`config.mk`:
```
export PLATFORM = sky130hd
export DESIGN_NAME = word_cache_controller_flat
export DESIGN_NICKNAME = d
export VERILOG_FILES = /design/src/wcc_pkg.sv /design/src/wcc_if.sv /design/src/word_cache_controller.sv /design/src/wcc_cell.sv /design/src/wcc_chain.sv /design/src/flat_wrapper.sv
export SDC_FILE = /design/constraint.sdc
export NUM_CORES = 2
export LEC_CHECK = 0
export BUFFER_PORTS_ARGS = -buffer_cell sky130_fd_sc_hd__buf_2
export CORE_UTILIZATION = 58
export CTS_CLUSTER_DIAMETER = 200
export DETAILED_ROUTE_END_ITERATION = 6
export PLACE_DENSITY = 0.77
export SETUP_SLACK_MARGIN = 0.2
export SLEW_MARGIN = 20
export SYNTH_ARGS = -nofsm -noshare
export SYNTH_HDL_FRONTEND = slang
export SYNTH_SLANG_ARGS = --single-unit
export TNS_END_PERCENT = 50
```
`constraint.sdc`:
```
create_clock -name clk -period 15.27 [get_ports clk]
set_input_delay 3.8175 -clock clk [delete_from_list [all_inputs] [get_ports clk]]
set_output_delay 3.8175 -clock clk [all_outputs]
set_load 0.05 [all_outputs]
```
`src/wcc_pkg.sv`:
```
// wcc_pkg: shared constants and types for the word cache controller
// no dependencies

package wcc_pkg;

	localparam int LINES = 32;
	localparam int LINE_W = $clog2(LINES);
	localparam int AGE_W = $clog2(LINES);
	localparam logic [AGE_W-1:0] AGE_TOP = AGE_W'(LINES - 1);

	// cells between chain registers, and the number of segments
	localparam int SEG_LEN = 8;
	localparam int SEGS = (LINES + SEG_LEN - 1) / SEG_LEN;

	typedef enum logic [1:0] {
		OP_READ  = 2'd0,
		OP_WRITE = 2'd1,
		OP_FILL  = 2'd2,
		OP_NONE  = 2'd3
	} opcode_t;

	typedef enum logic [2:0] {
		K_READ   = 3'd0,
		K_DONE   = 3'd1,
		K_MREAD  = 3'd2,
		K_MWRITE = 3'd3,
		K_ERR    = 3'd4
	} kind_t;

	localparam logic CFG_MAPPING = 1'b0;
	localparam logic CFG_WRITE   = 1'b1;

	// token that travels down the cell chain
	typedef struct packed {
		logic             lookup;  // search pass
		logic [15:0]      address;
		logic             found;
		logic [LINE_W-1:0] hit_line;
		logic             inv_found;
		logic [LINE_W-1:0] inv_line;
		logic [AGE_W-1:0]  min_age;
		logic [LINE_W-1:0] min_line;
	} chain_t;

	// command broadcast to all cells for the update cycle
	typedef struct packed {
		logic              write_en;
		logic [LINE_W-1:0] line;
		logic [15:0]       tag;
		logic [15:0]       word;
		logic              valid;
		logic              dirty;
		logic              touch;
	} upd_t;

	typedef struct packed {
		logic [15:0] tag;
		logic [15:0] word;
		logic        valid;
		logic        dirty;
		logic [AGE_W-1:0] age;
	} line_view_t;

endpackage

```
`src/wcc_if.sv`:
```
// wcc_if: valid/ready channel interfaces for the word cache controller
// no dependencies

interface wcc_in_if;
	logic        valid;
	logic        ready;
	logic [1:0]  opcode;
	logic [15:0] address;
	logic [15:0] data;
	logic        byte_word;
	modport source (output valid, opcode, address, data, byte_word, input ready);
	modport sink (input valid, opcode, address, data, byte_word, output ready);
endinterface

interface wcc_out_if;
	logic        valid;
	logic        ready;
	logic [2:0]  kind;
	logic [15:0] address_out;
	logic [15:0] data_out;
	logic        size_out;
	logic        was_hit;
	logic        last;
	modport source (output valid, kind, address_out, data_out, size_out, was_hit, last,
		input ready);
	modport sink (input valid, kind, address_out, data_out, size_out, was_hit, last,
		output ready);
endinterface

```
`src/word_cache_controller.sv`:
```
// word_cache_controller: one-word-line cache, direct or associative, wb or wt
// depends on wcc_pkg, wcc_if, wcc_chain, wcc_cell
//
//  channel | dir | carries
//  --------+-----+-----------------------------------------------
//  req     | in  | opcode, address, data, byte_word
//  rsp     | out | kind, address_out, data_out, size_out, was_hit, last
//  cfg     | in  | cfg_we, cfg_index, cfg_data (mapping_mode, write_mode)
//
// each transfer walks a token through the cell row; the row is cut by a
// register every eight cells, and a search steps the token through each
// segment in turn, followed by a line update in the decide state and one
// output transfer per result
// reset clears valid, dirty and ages at once; no clearing pass
// a stalled output holds the block in its emit state; no input is taken then

module word_cache_controller (
	input  logic         clk,
	input  logic         arst_n,
	wcc_in_if.sink       req,
	wcc_out_if.source    rsp,
	input  logic         cfg_we,
	input  logic         cfg_index,
	input  logic         cfg_data
);

	localparam int SW = $clog2(wcc_pkg::SEGS + 1);

	typedef enum logic [4:0] {
		ST_IDLE   = 5'b00001,
		ST_SEARCH = 5'b00010,
		ST_DECIDE = 5'b00100,
		ST_EMIT1  = 5'b01000,
		ST_EMIT2  = 5'b10000
	} state_t;

	state_t state_q;

	logic mapping_q, wmode_q;
	logic miss_pending_q;
	logic [15:0] pending_address_q;
	logic [wcc_pkg::LINE_W-1:0] pending_line_q;
	logic [31:0] hit_total_q, miss_total_q;

	// captured request
	logic [1:0]  op_q;
	logic [15:0] addr_q, data_q;
	logic        size_q;
	logic [SW-1:0] cnt_q;

	// queued results
	logic [2:0]  k1_q, k2_q;
	logic [15:0] a1_q, a2_q, d1_q, d2_q;
	logic        h1_q, h2_q;
	logic        two_q;
	logic        one_q;

	wcc_pkg::chain_t     head, tail;
	wcc_pkg::upd_t       upd;
	wcc_pkg::line_view_t vview;
	logic [wcc_pkg::LINE_W-1:0] sel;

	logic start;
	assign start = (state_q == ST_IDLE) && req.valid;
	assign req.ready = (state_q == ST_IDLE);

	always_comb begin
		head = '0;
		head.lookup  = 1'b1;
		head.address = addr_q;
	end

	// decide-cycle lookup outcome
	logic [wcc_pkg::LINE_W-1:0] dline, line;
	logic hit, err;
	assign dline = addr_q[wcc_pkg::LINE_W-1:0];

	always_comb begin
		priority if (!mapping_q) line = dline;
		else if (tail.found) line = tail.hit_line;
		else if (tail.inv_found) line = tail.inv_line;
		else line = tail.min_line;
	end

	assign sel = (op_q == wcc_pkg::OP_FILL) ? pending_line_q : line;
	assign hit = mapping_q ? tail.found : (vview.valid && vview.tag == addr_q);
	assign err = (op_q == wcc_pkg::OP_NONE) ||
		((op_q == wcc_pkg::OP_FILL) != miss_pending_q);

	wcc_chain u_chain (
		.clk(clk), .arst_n(arst_n),
		.head(head), .tail(tail),
		.upd(upd), .sel(sel), .sel_view(vview)
	);

	logic decide;
	logic wb;
	assign decide = (state_q == ST_DECIDE);
	assign wb = !hit && vview.valid && vview.dirty;

	// line update issued in the decide cycle
	always_comb begin
		upd = '0;
		upd.line = sel;
		if (decide && !err) begin
			unique case (op_q)
				wcc_pkg::OP_FILL: begin
					upd.write_en = 1'b1;
					upd.tag = pending_address_q;
					upd.word = data_q;
					upd.valid = 1'b1;
					upd.touch = mapping_q;
				end
				wcc_pkg::OP_READ: begin
					upd.tag = vview.tag;
					upd.word = vview.word;
					if (hit) begin
						upd.touch = mapping_q;
					end else begin
						upd.write_en = 1'b1; // invalidate victim
					end
				end
				default: begin
					upd.write_en = 1'b1;
					upd.tag = addr_q;
					upd.word = data_q;
					upd.valid = 1'b1;
					upd.dirty = !wmode_q;
					upd.touch = mapping_q;
				end
			endcase
		end
	end

	always_ff @(posedge clk or negedge arst_n) begin
		if (!arst_n) begin
			mapping_q <= 1'b0;
			wmode_q <= 1'b0;
		end else if (cfg_we) begin
			unique case (cfg_index)
				wcc_pkg::CFG_MAPPING: mapping_q <= cfg_data;
				wcc_pkg::CFG_WRITE:   wmode_q <= cfg_data;
			endcase
		end
	end

	always_ff @(posedge clk) begin
		if (start) begin
			op_q <= req.opcode;
			addr_q <= req.address;
			data_q <= req.data;
			size_q <= req.byte_word;
		end
	end

	// result queue filled at decide
	always_ff @(posedge clk) begin
		if (decide) begin
			a2_q <= '0; d2_q <= '0; h2_q <= 1'b0; k2_q <= wcc_pkg::K_ERR;
			if (err) begin
				k1_q <= wcc_pkg::K_ERR; a1_q <= addr_q; d1_q <= '0; h1_q <= 1'b0;
			end else if (op_q == wcc_pkg::OP_FILL) begin
				k1_q <= wcc_pkg::K_READ; a1_q <= pending_address_q;
				d1_q <= data_q; h1_q <= 1'b0;
			end else begin
				// second result is the primary one when a write-back leads
				k1_q <= wcc_pkg::K_MWRITE; a1_q <= vview.tag; d1_q <= vview.word;
				h1_q <= 1'b0;
				if (op_q == wcc_pkg::OP_READ) begin
					if (hit) begin
						k2_q <= wcc_pkg::K_READ; a2_q <= addr_q; d2_q <= vview.word;
						h2_q <= 1'b1;
					end else begin
						k2_q <= wcc_pkg::K_MREAD; a2_q <= addr_q;
					end
				end else if (wmode_q) begin
					k2_q <= wcc_pkg::K_MWRITE; a2_q <= addr_q; d2_q <= data_q; h2_q <= hit;
				end else begin
					k2_q <= wcc_pkg::K_DONE; a2_q <= addr_q; h2_q <= hit;
				end
			end
		end
	end

	// single-result items keep their only result in slot one
	logic single, one_only;
	assign single = err || op_q == wcc_pkg::OP_FILL;
	assign one_only = one_q;

	always_ff @(posedge clk or negedge arst_n) begin
		if (!arst_n) begin
			state_q <= ST_IDLE;
			cnt_q <= '0;
			two_q <= 1'b0;
			one_q <= 1'b0;
			miss_pending_q <= 1'b0;
			pending_address_q <= '0;
			pending_line_q <= '0;
			hit_total_q <= '0;
			miss_total_q <= '0;
		end else begin
			unique case (state_q)
				ST_IDLE: if (start) begin
					state_q <= ST_SEARCH;
					cnt_q <= '0;
				end
				ST_SEARCH: begin
					if (cnt_q == SW'(wcc_pkg::SEGS - 1)) state_q <= ST_DECIDE;
					else cnt_q <= cnt_q + 1'b1;
				end
				ST_DECIDE: begin
					state_q <= ST_EMIT1;
					one_q <= single;
					two_q <= !single && wb;
					if (!err) begin
						if (op_q == wcc_pkg::OP_FILL) begin
							miss_pending_q <= 1'b0;
						end else begin
							if (hit) hit_total_q <= hit_total_q + 1'b1;
							else miss_total_q <= miss_total_q + 1'b1;
							if (op_q == wcc_pkg::OP_READ && !hit) begin
								miss_pending_q <= 1'b1;
								pending_address_q <= addr_q;
								pending_line_q <= line;
							end
						end
					end
				end
				ST_EMIT1: if (rsp.ready) begin
					state_q <= two_q ? ST_EMIT2 : ST_IDLE;
				end
				ST_EMIT2: if (rsp.ready) state_q <= ST_IDLE;
				default: state_q <= ST_IDLE;
			endcase
		end
	end

	// emit1 shows slot one when a write-back leads or the item has one result;
	// otherwise the primary result in slot two goes out directly
	logic show2;
	assign show2 = (state_q == ST_EMIT2) ||
		(state_q == ST_EMIT1 && !one_only && !two_q);

	assign rsp.valid = (state_q == ST_EMIT1) || (state_q == ST_EMIT2);
	assign rsp.kind = show2 ? k2_q : k1_q;
	assign rsp.address_out = show2 ? a2_q : a1_q;
	assign rsp.data_out = show2 ? d2_q : d1_q;
	assign rsp.was_hit = show2 ? h2_q : h1_q;
	assign rsp.size_out = size_q;
	assign rsp.last = show2 || one_only;

	assert property (@(posedge clk) disable iff (!arst_n)
		rsp.valid && rsp.ready && rsp.last |=> req.ready)
		else $error("block not idle after last transfer");
	assert property (@(posedge clk) disable iff (!arst_n)
		req.valid && req.ready |=> !rsp.valid)
		else $error("result shown before search");
	assert property (@(posedge clk) disable iff (!arst_n)
		$onehot(state_q))
		else $error("state not one-hot");
	assert property (@(posedge clk) disable iff (!arst_n)
		rsp.valid && rsp.kind == wcc_pkg::K_MREAD |=> miss_pending_q)
		else $error("memory read without pending miss");

endmodule

```
`src/wcc_cell.sv`:
```
// wcc_cell: one cache line with its compare and victim-selection step
// depends on wcc_pkg

module wcc_cell (
	input  logic                        clk,
	input  logic                        arst_n,
	input  logic [wcc_pkg::LINE_W-1:0]  my_index,
	input  wcc_pkg::chain_t             chain_in,
	output wcc_pkg::chain_t             chain_out,
	input  wcc_pkg::upd_t               upd,
	output wcc_pkg::line_view_t         view
);

	logic [15:0] tag_q;
	logic [15:0] word_q;
	logic        valid_q;
	logic        dirty_q;
	logic [wcc_pkg::AGE_W-1:0] age_q;
	logic        mine;

	assign mine = (upd.line == my_index);

	always_ff @(posedge clk) begin
		if (upd.write_en && mine) begin
			tag_q  <= upd.tag;
			word_q <= upd.word;
		end
	end

	always_ff @(posedge clk or negedge arst_n) begin
		if (!arst_n) begin
			valid_q <= 1'b0;
			dirty_q <= 1'b0;
			age_q   <= '0;
		end else begin
			if (upd.write_en && mine) begin
				valid_q <= upd.valid;
				dirty_q <= upd.dirty;
			end
			if (upd.touch) begin
				if (mine) age_q <= wcc_pkg::AGE_TOP;
				else if (age_q != '0) age_q <= age_q - 1'b1;
			end
		end
	end

	// search step: first hit, first invalid, lowest age (first on tie)
	always_comb begin
		chain_out = chain_in;
		if (chain_in.lookup) begin
			if (!chain_in.found && valid_q && tag_q == chain_in.address) begin
				chain_out.found    = 1'b1;
				chain_out.hit_line = my_index;
			end
			if (!chain_in.inv_found && !valid_q) begin
				chain_out.inv_found = 1'b1;
				chain_out.inv_line  = my_index;
			end
			if (my_index == '0 || age_q < chain_in.min_age) begin
				chain_out.min_age  = age_q;
				chain_out.min_line = my_index;
			end
		end
	end

	assign view = '{tag: tag_q, word: word_q, valid: valid_q, dirty: dirty_q, age: age_q};

endmodule

```
`src/wcc_chain.sv`:
```
// wcc_chain: row of line cells, registered every eight cells
// depends on wcc_pkg, wcc_cell

module wcc_chain (
	input  logic                 clk,
	input  logic                 arst_n,
	input  wcc_pkg::chain_t      head,
	output wcc_pkg::chain_t      tail,
	input  wcc_pkg::upd_t        upd,
	input  logic [wcc_pkg::LINE_W-1:0] sel,
	output wcc_pkg::line_view_t  sel_view
);

	wcc_pkg::chain_t     link [wcc_pkg::LINES+1];
	wcc_pkg::chain_t     cin  [wcc_pkg::LINES];
	wcc_pkg::chain_t     seg_q [wcc_pkg::LINES];
	wcc_pkg::line_view_t views [wcc_pkg::LINES];

	assign link[0] = head;

	for (genvar i = 0; i < wcc_pkg::LINES; i++) begin : g_cell
		// a register cuts the chain at each segment boundary
		if (i % wcc_pkg::SEG_LEN == 0 && i != 0) begin : g_cut
			always_ff @(posedge clk or negedge arst_n) begin
				if (!arst_n) seg_q[i] <= '0;
				else seg_q[i] <= link[i];
			end
			assign cin[i] = seg_q[i];
		end else begin : g_pass
			assign seg_q[i] = '0;
			assign cin[i] = link[i];
		end
		wcc_cell u_cell (
			.clk(clk), .arst_n(arst_n),
			.my_index(wcc_pkg::LINE_W'(i)),
			.chain_in(cin[i]), .chain_out(link[i+1]),
			.upd(upd), .view(views[i])
		);
	end

	assign tail = link[wcc_pkg::LINES];
	assign sel_view = views[sel];

endmodule
```
`src/flat_wrapper.sv`:
```
// flat-port wrapper written by rule: the top's interface ports become plain ports
module word_cache_controller_flat 
  (clk, arst_n, cfg_we, cfg_index, cfg_data, req_valid, req_opcode, req_address, req_data, req_byte_word, req_ready, rsp_valid, rsp_kind, rsp_address_out, rsp_data_out, rsp_size_out, rsp_was_hit, rsp_last, rsp_ready);
  wcc_in_if req_i ();
  wcc_out_if rsp_i ();
  input  logic clk;
  input  logic arst_n;
  input  logic cfg_we;
  input  logic cfg_index;
  input  logic cfg_data;
  input wire logic [$bits(req_i.valid)-1:0] req_valid;
  input wire logic [$bits(req_i.opcode)-1:0] req_opcode;
  input wire logic [$bits(req_i.address)-1:0] req_address;
  input wire logic [$bits(req_i.data)-1:0] req_data;
  input wire logic [$bits(req_i.byte_word)-1:0] req_byte_word;
  output wire logic [$bits(req_i.ready)-1:0] req_ready;
  output wire logic [$bits(rsp_i.valid)-1:0] rsp_valid;
  output wire logic [$bits(rsp_i.kind)-1:0] rsp_kind;
  output wire logic [$bits(rsp_i.address_out)-1:0] rsp_address_out;
  output wire logic [$bits(rsp_i.data_out)-1:0] rsp_data_out;
  output wire logic [$bits(rsp_i.size_out)-1:0] rsp_size_out;
  output wire logic [$bits(rsp_i.was_hit)-1:0] rsp_was_hit;
  output wire logic [$bits(rsp_i.last)-1:0] rsp_last;
  input wire logic [$bits(rsp_i.ready)-1:0] rsp_ready;
  assign req_i.valid = req_valid;
  assign req_i.opcode = req_opcode;
  assign req_i.address = req_address;
  assign req_i.data = req_data;
  assign req_i.byte_word = req_byte_word;
  assign req_ready = req_i.ready;
  assign rsp_valid = rsp_i.valid;
  assign rsp_kind = rsp_i.kind;
  assign rsp_address_out = rsp_i.address_out;
  assign rsp_data_out = rsp_i.data_out;
  assign rsp_size_out = rsp_i.size_out;
  assign rsp_was_hit = rsp_i.was_hit;
  assign rsp_last = rsp_i.last;
  assign rsp_i.ready = rsp_ready;
  word_cache_controller u_core (.clk(clk), .arst_n(arst_n), .req(req_i), .rsp(rsp_i), .cfg_we(cfg_we), .cfg_index(cfg_index), .cfg_data(cfg_data));
endmodule
```
==> results.cfg <==
[setup_path]
critPathKind = reg -> reg
required_ps = 15740
crit_fanout = 16
r2r_end = u_core.u_chain.g_cell[6].u_cell.tag_q[0]
cp_slowest_cell = a31oi_1
arrival_ps = 15170
crit_start = u_core.u_chain.cin[280]
path_buf_inv = 12
ff2ff_path_depth = 78
critical_path.startpoint_type = flip-flop
endpoint_kind = flip-flop
cpPeakStageDelay_ps = 580
path_delay_family = compound AO/OA/AOI/OAI gates
r2r-start = u_core.u_chain.cin[280]
ff2ff_setup_slack_ps = 570

[grt]
grt_pass1_wl_um = 404000
antenna_found_initial = 7
grt_pass1_vias = 58000
grt_max_degree = 146
grt_use_total_pct = 42.8
overflow = 0

[floorplan]
start_util_pct = 58.7
die_h_um = 364
die_area_sq_mm = 0.133
core_sq_mm = 0.130
ios = 82
fp.dieW_um = 364
num_rows = 132

[cells_and_area]
area_growth_pct = 16.4
finalNetCount = 7567
multi_input_area_sq_mm = 0.0318
nFillCells = 9544
final_cells = 9226
seqCellArea_sq_mm = 0.0431
drive_gt1_share_pct = 15.4

[worst_hold_path]
min-delay-start = u_core.u_chain.cin[914]
holdPathStages = 2
hold_end = u_core.u_chain.cin[602]
hold_path_class = reg -> reg

[synth]
syn-num-nets = 7191
synthSimpleGateAreaFrac_pct = 15.2
ys_seq_elements = 1495
synth_edf_count = 1129
ys.flop_type = edfxtp_1
synth_seq_area_share_pct = 56.5
async_flop_share_pct = 24.5
synth_xor_area_share_pct = 6.46
synth_top_family_by_area = simple AND/OR/NAND/NOR gates
yosys_warnings = 0
yosys.area_share.adder_pct = 2.87
netlist_area_sq_mm = 0.0762
synth.distinct_cells = 108
synthCells = 6974
synthMuxAreaShare_pct = 5.11
synth_compound_area_share_pct = 10.5
synth.avg_cell_area_sq_um = 10.9

[timing]
setup_slack_ps = 569
clock.fmax_mhz = 68.0
maxSlewViolCount = 0
setup_viol = 0
relSlewSlack_pct = 18.3
period_share_pct = 96.3
min_period_ps = 14700
hold_viol = 0
setup_tns_ps = 0
skew_ps = 56.3
rsz0062_at_grt = yes
worst_pin_slew_ps = 1210
hold_ws_ps = 474

[placement]
io_buffers = 81
post-dp-hpwl_um = 203000
dp_slack_ps = -133
dp.cells = 8868
gp_congestion = 1.12

[clock_tree]
clk_path_buf_depth = 3
clock-root-buffer = clkbuf_16
cts_sinks = 1495
insertion_delay_ps = 840
htree_levels = 4
path_clk_slew_ps = 60
tritoncts = done
cts_buffers = 157

[routing]
drt_pass1_iterations = 7
num_vias = 61500
final_antenna_net_count = 0
drt_wl_total_um = 289000
drc = 3
drt-vias-per-instance = 6.66
wire_per_inst_um = 31.4
drtIter0Drc = 8895

[job]
max-cap-violations = 0

[pwr]
leakage_nw = 33.2
peakVddDrop_mv = 0.319
p_per_area_mw_per_mm2 = 184

[run_status]
violations = design-rule violations
status = finished with violations
[layout make-up]
class,count,share of cell area (%)
Sequential cell,1495,48.6
Tap cell,1742,2.46
Inverter,227,0.971
Antenna cell,5,0.0141
Multi-Input combinational cell,4869,35.9
Timing Repair Buffer,600,6.18
Clock buffer,209,4.81
Clock inverter,79,1.06
[cell usage after synthesis, drive strengths merged, types with 71 or more instances]
| cell type | n | area, sq um |
|---|---|---|
| a31oi | 84 | 532 |
| edfxtp | 1129 | 33900 |
| nor2 | 409 | 1540 |
| nand4 | 81 | 507 |
| clkbuf | 273 | 1020 |
| inv | 227 | 852 |
| a21oi | 261 | 1330 |
| o21ai | 309 | 1570 |
| nor3 | 161 | 811 |
| nand2 | 1120 | 4200 |
| ha | 175 | 2190 |
| a211oi | 71 | 543 |
| xor2 | 247 | 2160 |
| nor4 | 80 | 528 |
| buf | 111 | 587 |
| nand3 | 470 | 2350 |
| mux2i | 253 | 2540 |
| mux2 | 87 | 1020 |
| xnor2 | 315 | 2760 |
| o211ai | 95 | 727 |
| dfrtp | 365 | 9130 |
[cells by family (layout without fill, tap and decap cells)]
group,after synthesis,count (layout)
other,1,6
AO/OA/AOI/OAI,1212,1212
flip-flops,1495,1495
adder cells (fa/ha/maj),175,175
buffers and inverters,611,1115
multiplexers,355,355
XOR/XNOR,562,562
AND/OR/NAND/NOR,2563,2564
[worst max-delay path by stage]
stage | slack (ps) | depth (start not counted) | end
after floorplan | 230 | 76 | u_core.u_chain.g_cell[18].u_cell.tag_q[0]
after global placement | 100 | 79 | u_core.u_chain.g_cell[23].u_cell.word_q[11]
after detailed placement | -130 | 81 | u_core.u_chain.g_cell[23].u_cell.word_q[12]
after CTS | 200 | 77 | u_core.u_chain.g_cell[23].u_cell.word_q[12]
after global routing | -100 | 79 | u_core.u_chain.g_cell[25].u_cell.tag_q[4]
final | 570 | 78 | u_core.u_chain.g_cell[6].u_cell.tag_q[0]
[repair_timing]
item	CTS	global route
buffers inserted	4	49
resized for setup	15	142
pin swaps	2	56
endpoints found under the setup margin	1123	2192
hold buffers	0	0
cloned	0	12
[layer usage]
metal	global-route usage, %	share of wire, %	up-vias
met4	32.9	9.2	6
met3	11.0	12	954
met1	53.3	35	30100
met2	64.0	44	4330
met5	0	0.014	-
li1	-	-	26100
[sequential cells by signal (all words and copies together), names as in the netlist, 5 cells and up]
register                              cells
u_core.u_chain.g_cell.u_cell.tag_q      512
u_core.u_chain.g_cell.u_cell.word_q     512
u_core.u_chain.g_cell.u_cell.age_q      160
u_core.u_chain.cin                      108
u_core.u_chain.g_cell.u_cell.dirty_q     32
u_core.u_chain.g_cell.u_cell.valid_q     32
u_core.a1_q                              16
u_core.a2_q                              16
u_core.addr_q                            16
u_core.d1_q                              16
u_core.d2_q                              16
u_core.data_q                            16
u_core.pending_address_q                 16
u_core.pending_line_q                     5
u_core.state_q                            5
[cells in the final DEF (no fill, tap or decap), types with 19 or more instances in the layout]
master     instances
edfxtp_1        1129
nand2_1         1114
nand3_1          465
buf_4            419
nor2_1           376
dfrtp_1          365
xnor2_1          315
o21ai_0          295
a21oi_1          247
xor2_1           247
mux2i_1          234
inv_1            197
clkbuf_16        168
ha_1             165
nor3_1           137
o211ai_1          94
a31oi_1           83
nand4_1           81
buf_2             81
nor4_1            77
buf_12            76
mux2_2            63
a22o_1            58
a211oi_1          58
and2_1            48
a21o_1            41
clkbuf_1          41
and3_1            38
a22oi_1           33
nand2b_1          31
inv_2             28
o21a_1            27
o22ai_1           25
clkinv_2          25
nor2_4            21
clkinv_1          21
nor4b_1           20
nor3_2            19
[power by group]
group          total (mW)  switching [mW]  internal, mW
combinational        7.46            4.69          2.77
sequential           4.94           0.311          4.63
clock                3.89            1.69          2.21
total                16.3            6.69          9.60
[stage by stage]
step                instance area [sq um]  power (mW)  util [%]
floorplan                           76400        9.49         -
global placement                    82000        11.8      63.1
detailed placement                  82000        11.9      63.1
CTS                                 87300        15.8      67.2
global route                        88600        16.9      68.3
finish                              88600        16.3      68.3
[tightest hold or removal path, stage by stage, from the launching register on]
cell     delay, ps
dfrtp_1        320
a21oi_1         60
nand2_1         60
(Power assumes the default switching activity.)
